--- src/slot_pool_allocator_core_assert.svh ---
// Assertion macros shared by the slot pool allocator RTL.
// Expects signals named clock and reset in the module that uses them.
`ifndef SLOT_POOL_ALLOCATOR_CORE_ASSERT_SVH
`define SLOT_POOL_ALLOCATOR_CORE_ASSERT_SVH

// Same-cycle implication, checked outside reset.
`define SPA_ASSERT_IMP(name, ante, cons, msg) \
   name: assert property (@(posedge clock) disable iff (reset) (ante) |-> (cons)) \
      else $error(msg);

// Next-cycle implication, checked outside reset.
`define SPA_ASSERT_NXT(name, ante, cons, msg) \
   name: assert property (@(posedge clock) disable iff (reset) (ante) |=> (cons)) \
      else $error(msg);

`endif

--- src/spa_pkg.sv ---
// Shared types and constants for the slot pool allocator.
// No dependencies; imported by the engine and the top level.
`default_nettype none

package spa_pkg;

   localparam int unsigned CNT_W    = 9;
   localparam int unsigned SIZE_W   = 13;
   localparam int unsigned INDEX_W  = 8;
   localparam int unsigned OFFSET_W = 20;
   localparam int unsigned LIVE_W   = 9;

   localparam logic [CNT_W-1:0]  POOL_SLOTS_RESET = 9'd256;
   localparam logic [SIZE_W-1:0] SLOT_BYTES_RESET = 13'd64;
   localparam logic [LIVE_W-1:0] LIVE_MAX         = 9'h1FF;

   typedef enum logic [1:0] {
      CMD_ALLOC = 2'd0,
      CMD_FREE  = 2'd1,
      CMD_RESET = 2'd2,
      CMD_NONE  = 2'd3
   } cmd_type;

   typedef enum logic [1:0] {
      ST_DONE      = 2'd0,
      ST_EXHAUSTED = 2'd1,
      ST_RANGE     = 2'd2
   } status_type;

   typedef enum logic [0:0] {
      CSR_POOL_SLOTS = 1'b0,
      CSR_SLOT_BYTES = 1'b1
   } csr_index_type;

   typedef struct packed {
      status_type          status;
      logic [INDEX_W-1:0]  index;
      logic [LIVE_W-1:0]   live;
      logic                empty;
   } spa_result_type;

endpackage

`default_nettype wire

--- src/spa_ram.sv ---
// Generic single-port-write, single-port-read RAM with registered read data.
// No dependencies.
`default_nettype none

module spa_ram #(
   parameter int WIDTH = 8,
   parameter int DEPTH = 256
) (
   input  wire logic                                      clock,
   input  wire logic                                      we,
   input  wire logic [((DEPTH > 1) ? $clog2(DEPTH) : 1)-1:0] waddr,
   input  wire logic [WIDTH-1:0]                          wdata,
   input  wire logic [((DEPTH > 1) ? $clog2(DEPTH) : 1)-1:0] raddr,
   output logic      [WIDTH-1:0]                          rdata
);

   logic [WIDTH-1:0] mem_ff [DEPTH];
   logic [WIDTH-1:0] rdata_ff;

   always_ff @(posedge clock) begin
      if (we) begin
         mem_ff[waddr] <= wdata;
      end
      rdata_ff <= mem_ff[raddr];
   end

   assign rdata = rdata_ff;

endmodule

`default_nettype wire

--- src/spa_engine.sv ---
// Free list, bump counter and live count of the slot pool allocator.
// Depends on spa_pkg, spa_ram and the assertion macro header.
`default_nettype none
`include "slot_pool_allocator_core_assert.svh"

module spa_engine #(
   parameter int SLOTS = 256
) (
   input  wire logic                              clock,
   input  wire logic                              reset,
   input  wire logic                              accept,
   input  wire spa_pkg::cmd_type                  cmd,
   input  wire logic [spa_pkg::INDEX_W-1:0]       slot_index,
   input  wire logic [spa_pkg::CNT_W-1:0]         pool_slots,
   output logic                                   busy,
   output spa_pkg::spa_result_type                result
);

   import spa_pkg::*;

   localparam int IDX_W  = (SLOTS > 1) ? $clog2(SLOTS) : 1;
   localparam int LINK_W = IDX_W + 1;
   localparam logic [16:0] SLOTS_L = 17'(SLOTS);

   logic [IDX_W-1:0]  head_ff, head_in;
   logic              head_valid_ff, head_valid_in;
   logic [CNT_W-1:0]  bump_ff, bump_in;
   logic [LIVE_W-1:0] live_ff, live_in;
   logic              pending_ff, pending_in;

   logic              link_we;
   logic [LINK_W-1:0] link_wdata;
   logic [LINK_W-1:0] link_rdata;
   logic [CNT_W-1:0]  eff_count;
   logic [LIVE_W-1:0] live_up;
   logic [LIVE_W-1:0] live_down;

   // Each link entry holds {list end, next slot}.
   spa_ram #(
      .WIDTH (LINK_W),
      .DEPTH (SLOTS)
   ) u_link_ram (
      .clock (clock),
      .we    (link_we),
      .waddr (IDX_W'(slot_index)),
      .wdata (link_wdata),
      .raddr (head_ff),
      .rdata (link_rdata)
   );

   assign eff_count  = ({8'd0, pool_slots} > SLOTS_L) ? CNT_W'(SLOTS_L) : pool_slots;
   assign live_up    = (live_ff != LIVE_MAX) ? live_ff + 9'd1 : live_ff;
   assign live_down  = (live_ff != 9'd0) ? live_ff - 9'd1 : live_ff;
   assign link_wdata = {~head_valid_ff, head_ff};

   always_comb begin
      head_in       = head_ff;
      head_valid_in = head_valid_ff;
      bump_in       = bump_ff;
      live_in       = live_ff;
      pending_in    = 1'b0;
      link_we       = 1'b0;
      result.status = ST_DONE;
      result.index  = '0;
      if (pending_ff) begin
         // Link of the popped head is back from the RAM: advance the head.
         head_in       = link_rdata[IDX_W-1:0];
         head_valid_in = ~link_rdata[IDX_W];
      end else if (accept) begin
         unique case (cmd)
            CMD_ALLOC: begin
               if (head_valid_ff) begin
                  result.index = INDEX_W'(head_ff);
                  pending_in   = 1'b1;
                  live_in      = live_up;
               end else if (bump_ff < eff_count) begin
                  result.index = bump_ff[INDEX_W-1:0];
                  bump_in      = bump_ff + 9'd1;
                  live_in      = live_up;
               end else begin
                  result.status = ST_EXHAUSTED;
               end
            end
            CMD_FREE: begin
               if ({1'b0, slot_index} < eff_count) begin
                  link_we       = 1'b1;
                  head_in       = IDX_W'(slot_index);
                  head_valid_in = 1'b1;
                  live_in       = live_down;
                  result.index  = slot_index;
               end else begin
                  result.status = ST_RANGE;
               end
            end
            CMD_RESET: begin
               head_in       = '0;
               head_valid_in = 1'b0;
               bump_in       = '0;
               live_in       = '0;
            end
            CMD_NONE: begin
            end
            default: begin
            end
         endcase
      end
      result.live  = live_in;
      result.empty = (live_in == 9'd0);
   end

   always_ff @(posedge clock) begin
      if (reset) begin
         head_ff       <= '0;
         head_valid_ff <= 1'b0;
         bump_ff       <= '0;
         live_ff       <= '0;
         pending_ff    <= 1'b0;
      end else begin
         head_ff       <= head_in;
         head_valid_ff <= head_valid_in;
         bump_ff       <= bump_in;
         live_ff       <= live_in;
         pending_ff    <= pending_in;
      end
   end

   assign busy = pending_ff;

   `SPA_ASSERT_NXT(a_pending_one_cycle, pending_ff, !pending_ff, "pop wait lasted over one cycle")
   `SPA_ASSERT_IMP(a_pending_from_pop, pending_ff, $past(accept && cmd == CMD_ALLOC && head_valid_ff), "pop wait without a list pop")
   `SPA_ASSERT_IMP(a_bump_bound, 1'b1, ({8'd0, bump_ff} <= SLOTS_L), "bump counter beyond pool depth")

endmodule

`default_nettype wire

--- src/slot_pool_allocator_core.sv ---
// Top level of the slot pool allocator: configuration registers and result register.
// Depends on spa_pkg, spa_engine and the assertion macro header.
//
// Slot pool allocator. A command beat is taken at a rising edge where start is high
// and busy is low; its single result shows on the rsp_ ports in the next cycle,
// marked by rsp_valid for one cycle. The receiver cannot stall: every result must be
// captured in the cycle it is shown. Free, pool reset, unused commands, exhausted
// allocates and allocates served by the bump counter leave busy low and may
// follow back to back.
// An allocate that pops the free list holds busy high for the cycle after it
// while the popped slot's link returns from the link RAM through its
// registered read port. So the rate is one beat per cycle while busy is low, and
// no new beat is taken while busy is high. Link RAM entries are never read before
// a free has written them, so there is no clearing pass after reset. Configuration
// (pool slot count at index 0, bytes per slot at index 1) is written through csr_we
// and must change only while the block is idle. byte_offset is slot index times the
// slot size, low 20 bits; live_count saturates at 0 and 511.
`default_nettype none
`include "slot_pool_allocator_core_assert.svh"

module slot_pool_allocator_core #(
   parameter int SLOTS = 256
) (
   input  wire logic                             clock,
   input  wire logic                             reset,
   input  wire logic                             start,
   output logic                                  busy,
   input  wire spa_pkg::cmd_type                 req_cmd,
   input  wire logic [spa_pkg::INDEX_W-1:0]      req_slot_index,
   output logic                                  rsp_valid,
   output spa_pkg::status_type                   rsp_status,
   output logic [spa_pkg::INDEX_W-1:0]           rsp_slot_index_res,
   output logic [spa_pkg::OFFSET_W-1:0]          rsp_byte_offset,
   output logic [spa_pkg::LIVE_W-1:0]            rsp_live_count,
   output logic                                  rsp_pool_empty,
   input  wire logic                             csr_we,
   input  wire spa_pkg::csr_index_type           csr_index,
   input  wire logic [spa_pkg::SIZE_W-1:0]       csr_wdata
);

   import spa_pkg::*;

   logic [CNT_W-1:0]    pool_slots_ff;
   logic [SIZE_W-1:0]   slot_bytes_ff;
   logic                rsp_valid_ff;
   status_type          rsp_status_ff;
   logic [INDEX_W-1:0]  rsp_index_ff;
   logic [OFFSET_W-1:0] rsp_offset_ff;
   logic [LIVE_W-1:0]   rsp_live_ff;
   logic                rsp_empty_ff;

   logic                accept;
   logic                engine_busy;
   spa_result_type      result;
   logic [20:0]         product;

   // Take a beat only while the engine is not finishing a list pop.
   assign accept = start & ~engine_busy;

   spa_engine #(
      .SLOTS (SLOTS)
   ) u_engine (
      .clock      (clock),
      .reset      (reset),
      .accept     (accept),
      .cmd        (req_cmd),
      .slot_index (req_slot_index),
      .pool_slots (pool_slots_ff),
      .busy       (engine_busy),
      .result     (result)
   );

   // 8 x 13 bit product; the result register follows directly.
   assign product = {13'd0, result.index} * {8'd0, slot_bytes_ff};

   // Configuration registers: hold until written.
   always_ff @(posedge clock) begin
      if (reset) begin
         pool_slots_ff <= POOL_SLOTS_RESET;
         slot_bytes_ff <= SLOT_BYTES_RESET;
      end else if (csr_we) begin
         unique case (csr_index)
            CSR_POOL_SLOTS: pool_slots_ff <= csr_wdata[CNT_W-1:0];
            CSR_SLOT_BYTES: slot_bytes_ff <= csr_wdata;
            default: begin
            end
         endcase
      end
   end

   // Result strobe: high for exactly the cycle after an accepted beat.
   always_ff @(posedge clock) begin
      if (reset) begin
         rsp_valid_ff <= 1'b0;
      end else begin
         rsp_valid_ff <= accept;
      end
   end

   // Result payload: capture on accept, hold otherwise.
   always_ff @(posedge clock) begin
      if (accept) begin
         rsp_status_ff <= result.status;
         rsp_index_ff  <= result.index;
         rsp_offset_ff <= product[OFFSET_W-1:0];
         rsp_live_ff   <= result.live;
         rsp_empty_ff  <= result.empty;
      end
   end

   assign busy               = engine_busy;
   assign rsp_valid          = rsp_valid_ff;
   assign rsp_status         = rsp_status_ff;
   assign rsp_slot_index_res = rsp_index_ff;
   assign rsp_byte_offset    = rsp_offset_ff;
   assign rsp_live_count     = rsp_live_ff;
   assign rsp_pool_empty     = rsp_empty_ff;

   `SPA_ASSERT_IMP(a_rsp_from_accept, rsp_valid_ff, $past(accept), "result strobe without an accepted beat")
   `SPA_ASSERT_NXT(a_busy_no_rsp, engine_busy, !rsp_valid_ff, "result strobe after a busy cycle")

endmodule

`default_nettype wire
--- config.mk ---
export PLATFORM = sky130hd
export DESIGN_NAME = slot_pool_allocator_core
export DESIGN_NICKNAME = d
export VERILOG_FILES = /design/src/spa_pkg.sv /design/src/spa_ram.sv /design/src/spa_engine.sv /design/src/slot_pool_allocator_core.sv
export VERILOG_INCLUDE_DIRS = /design/src /design/src/src
export SDC_FILE = /design/constraint.sdc
export NUM_CORES = 2
export LEC_CHECK = 0
export BUFFER_PORTS_ARGS = -buffer_cell sky130_fd_sc_hd__buf_4
export CORE_MARGIN = 2
export CORE_UTILIZATION = 55
export DETAILED_ROUTE_END_ITERATION = 16
export HOLD_SLACK_MARGIN = 0.02
export PLACE_DENSITY = 0.71
export SKIP_CTS_REPAIR_TIMING = 1
export SLEW_MARGIN = 20
export SYNTH_ARGS = -nofsm -noshare
export SYNTH_HDL_FRONTEND = slang
export SYNTH_SLANG_ARGS = --single-unit
--- constraint.sdc ---
create_clock -name clock -period 15.9 [get_ports clock]
set_input_delay 3.18 -clock clock [delete_from_list [all_inputs] [get_ports clock]]
set_output_delay 3.18 -clock clock [all_outputs]
set_load 0.02 [all_outputs]
==> results.txt <==
Area grow syn2layout = 10.8%
Layout cell share with drive strength beyond 1 = 25.0%
Worst r2r dst = rsp_byte_offset[19]
Initial antenna violation count = 3
Reg2reg start = pool_slots_ff[8]
# IOs = 70
Fin. Hold Viols = 0
Post-Syn Nets = 4,664
CTS Buf Count = 228
DPL Wire Length = 123 mm
Synth area leader = edfxtp_1
Worst slew margin = 17.2%
Final wirelength = 207 mm
Clock slew at reported path FFs = 60 ps
Met1 Use GR = 34.5%
Fin crit share = 60.0%
Clock Tree Buf Depth = 3
Chip width = 422 um
Skew final = 41.0 ps
Pin slew with the least headroom to its limit = 1240 ps
CTS Sinks = 2,404
CTS Root Cell = clkbuf_16
Initial core utilization = 55.3%
Met2 GRT Util = 36.0%
Hold_sp = pool_slots_ff[5]
Crit-path max cell delay = 810 ps
CTS tree = built
Worst vdd ir = 0.0984 mV
Final Slew Violations = 0
Synth area leaders = edfxtp_1 (73%), mux4_2 (17%), fa_1 (1.4%)
Pre-antenna DRT Iters = 7
Buffers added on ports = 69
DR DRC count = 0
Largest net degree at the start of global routing = 157
Clk Latency, worst-skew pair = 870 ps
Synthesized netlist cell count = 4,510
Met3 Usage GRT = 4.80%
Synth top area share = 73.2%
Via density = 6.32
Pwr dens = 121 nW/um^2
CP most frequent cell = fa_1
Max-Cap Viols = 0
Max Fanout on Critical Path = 14
Outcome = finished, final reports clean
Total track usage = 23.4%
Slowest cell on the critical path = nor2_1
Nets = 4,780
Global-route wire length before repair = 307 mm
Worst Path Buf+Inv = 4
Chip height = 422 um
Synth Area per Inst = 21.3 sq um
Initial DRC Count = 5,501
Synthesized area = 96,100 sq um
Gpl congestion = 0.877
WP data arrival = 10,140 ps
Leakage = 33.8 nW
Worst setup EP type = flip-flop
Routed length per placed instance = 28.9 um
Sequential fraction of the synthesis area = 74.5%
Aggregate global routing overflow = 0
RSZ-0062 raised after global routing = false
Ys async rst share = 0%
Die Area = 178,000 sq um
Routed via count = 45,200
Hold Crit Class = reg -> reg
Setup violations, final = 0
Synth Warn # = 0
Critical Path RT = 16,510 ps
FF-to-FF setup slack = 7550 ps
GR peak layer = met2
Std-Cell Rows = 153
Most common flop cell mapped by yosys = edfxtp_1
Post-route setup TNS = 0 ps
Critical path startpoint category = primary input
Synth cell types = 67
Layout Utilization = 61.2%
R2R cell count = 29
Post-synth EDFFs = 2,344
ANT nets after route = 0
FF+latch count, synth = 2,404
CP Class = in -> reg
Fmax = 105 MHz
Hold Path End = pool_slots_ff[5]
Final min period = 9530 ps
Crit path launch = req_slot_index[1]
Top cell family by delay on the critical path = compound AO/OA/AOI/OAI gates
Vias in the first global route = 45,200
Min-Delay Path Depth = 2
Maximum level of the CTS H-tree = 4
Core Region = 174,000 sq um
## worst reg2reg max path, delay by kind of cell, from the launching register on
| kind | cells | cell delay [ps] |
|---|---|---|
| adders and majority gates | 6 | 2500 |
| AOI/OAI and AO/OA | 12 | 2590 |
| xor gates and xnor gates | 1 | 150 |
| buffers and inverters | 4 | 450 |
| DFF | 1 | 420 |
| and+or+nand+nor | 6 | 1960 |
## power by group
group	total [W]	internal (W)	switching [W]
Clock	0.00530	0.00299	0.00231
Sequential	0.00700	0.00697	0.0000323
Combinational	0.000624	0.000237	0.000386
Total	0.0129	0.0102	0.00273
## registers in the layout, summed over array words and instances (netlist names), 9 cells and up
register / cells
pool_slots_ff: 9
rsp_byte_offset: 20
u_engine.live_ff: 9
u_engine.bump_ff: 9
slot_bytes_ff: 13
u_engine.u_link_ram.mem_ff: 2304
rsp_live_count: 9
u_engine.u_link_ram.rdata: 9
## cells in the final DEF (no fill, tap or decap), drive strengths merged, types with 5 or more instances in the layout
cell type,count
and2,69
nand4,5
mux2i,8
dfxtp,60
nand3,20
xnor2,14
o221ai,11
o21ai,16
nor4,7
a21oi,39
a221oi,22
nor2,327
a222oi,8
buf,133
edfxtp,2344
a22o,18
a211oi,6
nor2b,22
clkinvlp,9
mux4,720
ha,61
nor3,17
fa,65
clkinv,94
inv,121
clkbuf,290
a22oi,50
nand2,157
nand2b,9
mux2,5
bufinv,19
xor2,10
## routing by layer
| layer | part of all wire, % | vias up |
|---|---|---|
| met2 | 48 | 1983 |
| met4 | 2.7 | 0 |
| met1 | 41 | 24000 |
| met5 | 0 | - |
| met3 | 8.5 | 308 |
| li1 | - | 18800 |
## worst max-delay path by stage
| stage | end | cells after the start |
|---|---|---|
| global route | rsp_byte_offset[18] | 25 |
| floorplan | rsp_byte_offset[19] | 25 |
| detailed placement | rsp_byte_offset[19] | 25 |
| finish | rsp_byte_offset[19] | 25 |
| CTS | rsp_byte_offset[19] | 25 |
| global placement | rsp_byte_offset[19] | 25 |
## synth_stat cells, types with 3 or more instances
cell type     n
nand2b_1      9
mux2i_1       8
buf_1        32
nand3_2       4
a21o_1        3
o21a_1        4
a22o_1       18
mux4_2      720
o21ai_0      15
o22ai_1       4
clkbuf_1    143
nand2_1     157
mux2_2        5
o211ai_1      4
a211oi_1      5
dfxtp_1      60
a22oi_1      50
a21oi_1      39
o221ai_1     11
a32oi_1       3
or2_2         4
a31o_2        3
a31oi_1       4
nand3_1      16
fa_1         65
a222oi_1      8
a221oi_1     22
nor3_1       14
inv_1       113
buf_2        71
nand4_1       5
nor2_1      327
edfxtp_1   2344
or3_1         3
nor2b_1      22
and2_1       69
xnor2_1      14
xor2_1       10
nor3_2        3
nor4_1        7
ha_1         61
## cell type report
cell class / count / area [sq um]
Antenna cell: 3 / 7.51
Clock buffer: 290 / 6040
Clock inverter: 129 / 1240
Fill cell: 12000 / 67400
Inverter: 114 / 435
Multi-Input combinational cell: 1745 / 23100
Sequential cell: 2404 / 71600
Tap cell: 2325 / 2910
Timing Repair Buffer: 133 / 1070
## cell families (layout without fill, tap and decap cells)
kind of cell / Yosys count / count (layout) / synth area share (%)
other cells: 0 / 3 / 0
fa+ha+maj: 126 / 126 / 2.15
buf+inv: 361 / 666 / 1.51
xor+xnor: 24 / 24 / 0.219
mux: 733 / 733 / 17.0
flops: 2404 / 2404 / 74.5
compound gates: 213 / 213 / 1.65
simple gates: 649 / 649 / 2.97
## through the flow
| stage | setup WS (ps) | total power, W | instances | area, sq um | hold WS [ps] |
|---|---|---|---|---|---|
| 4_1_cts | 6420 | 0.0130 | 7140 | 106000 | 467 |
| 2_1_floorplan | 6400 | 0.00754 | 4510 | 96100 | 436 |
| 5_1_grt | 6010 | 0.0133 | 7143 | 106000 | 493 |
| 6_report | 6370 | 0.0129 | 7143 | 106000 | 469 |
| 3_5_place_dp | 5500 | 0.00776 | 6721 | 99100 | 457 |
| 3_3_place_gp | 5690 | 0.00775 | 6721 | 99100 | 451 |
Power figures use the tool's default switching activity.
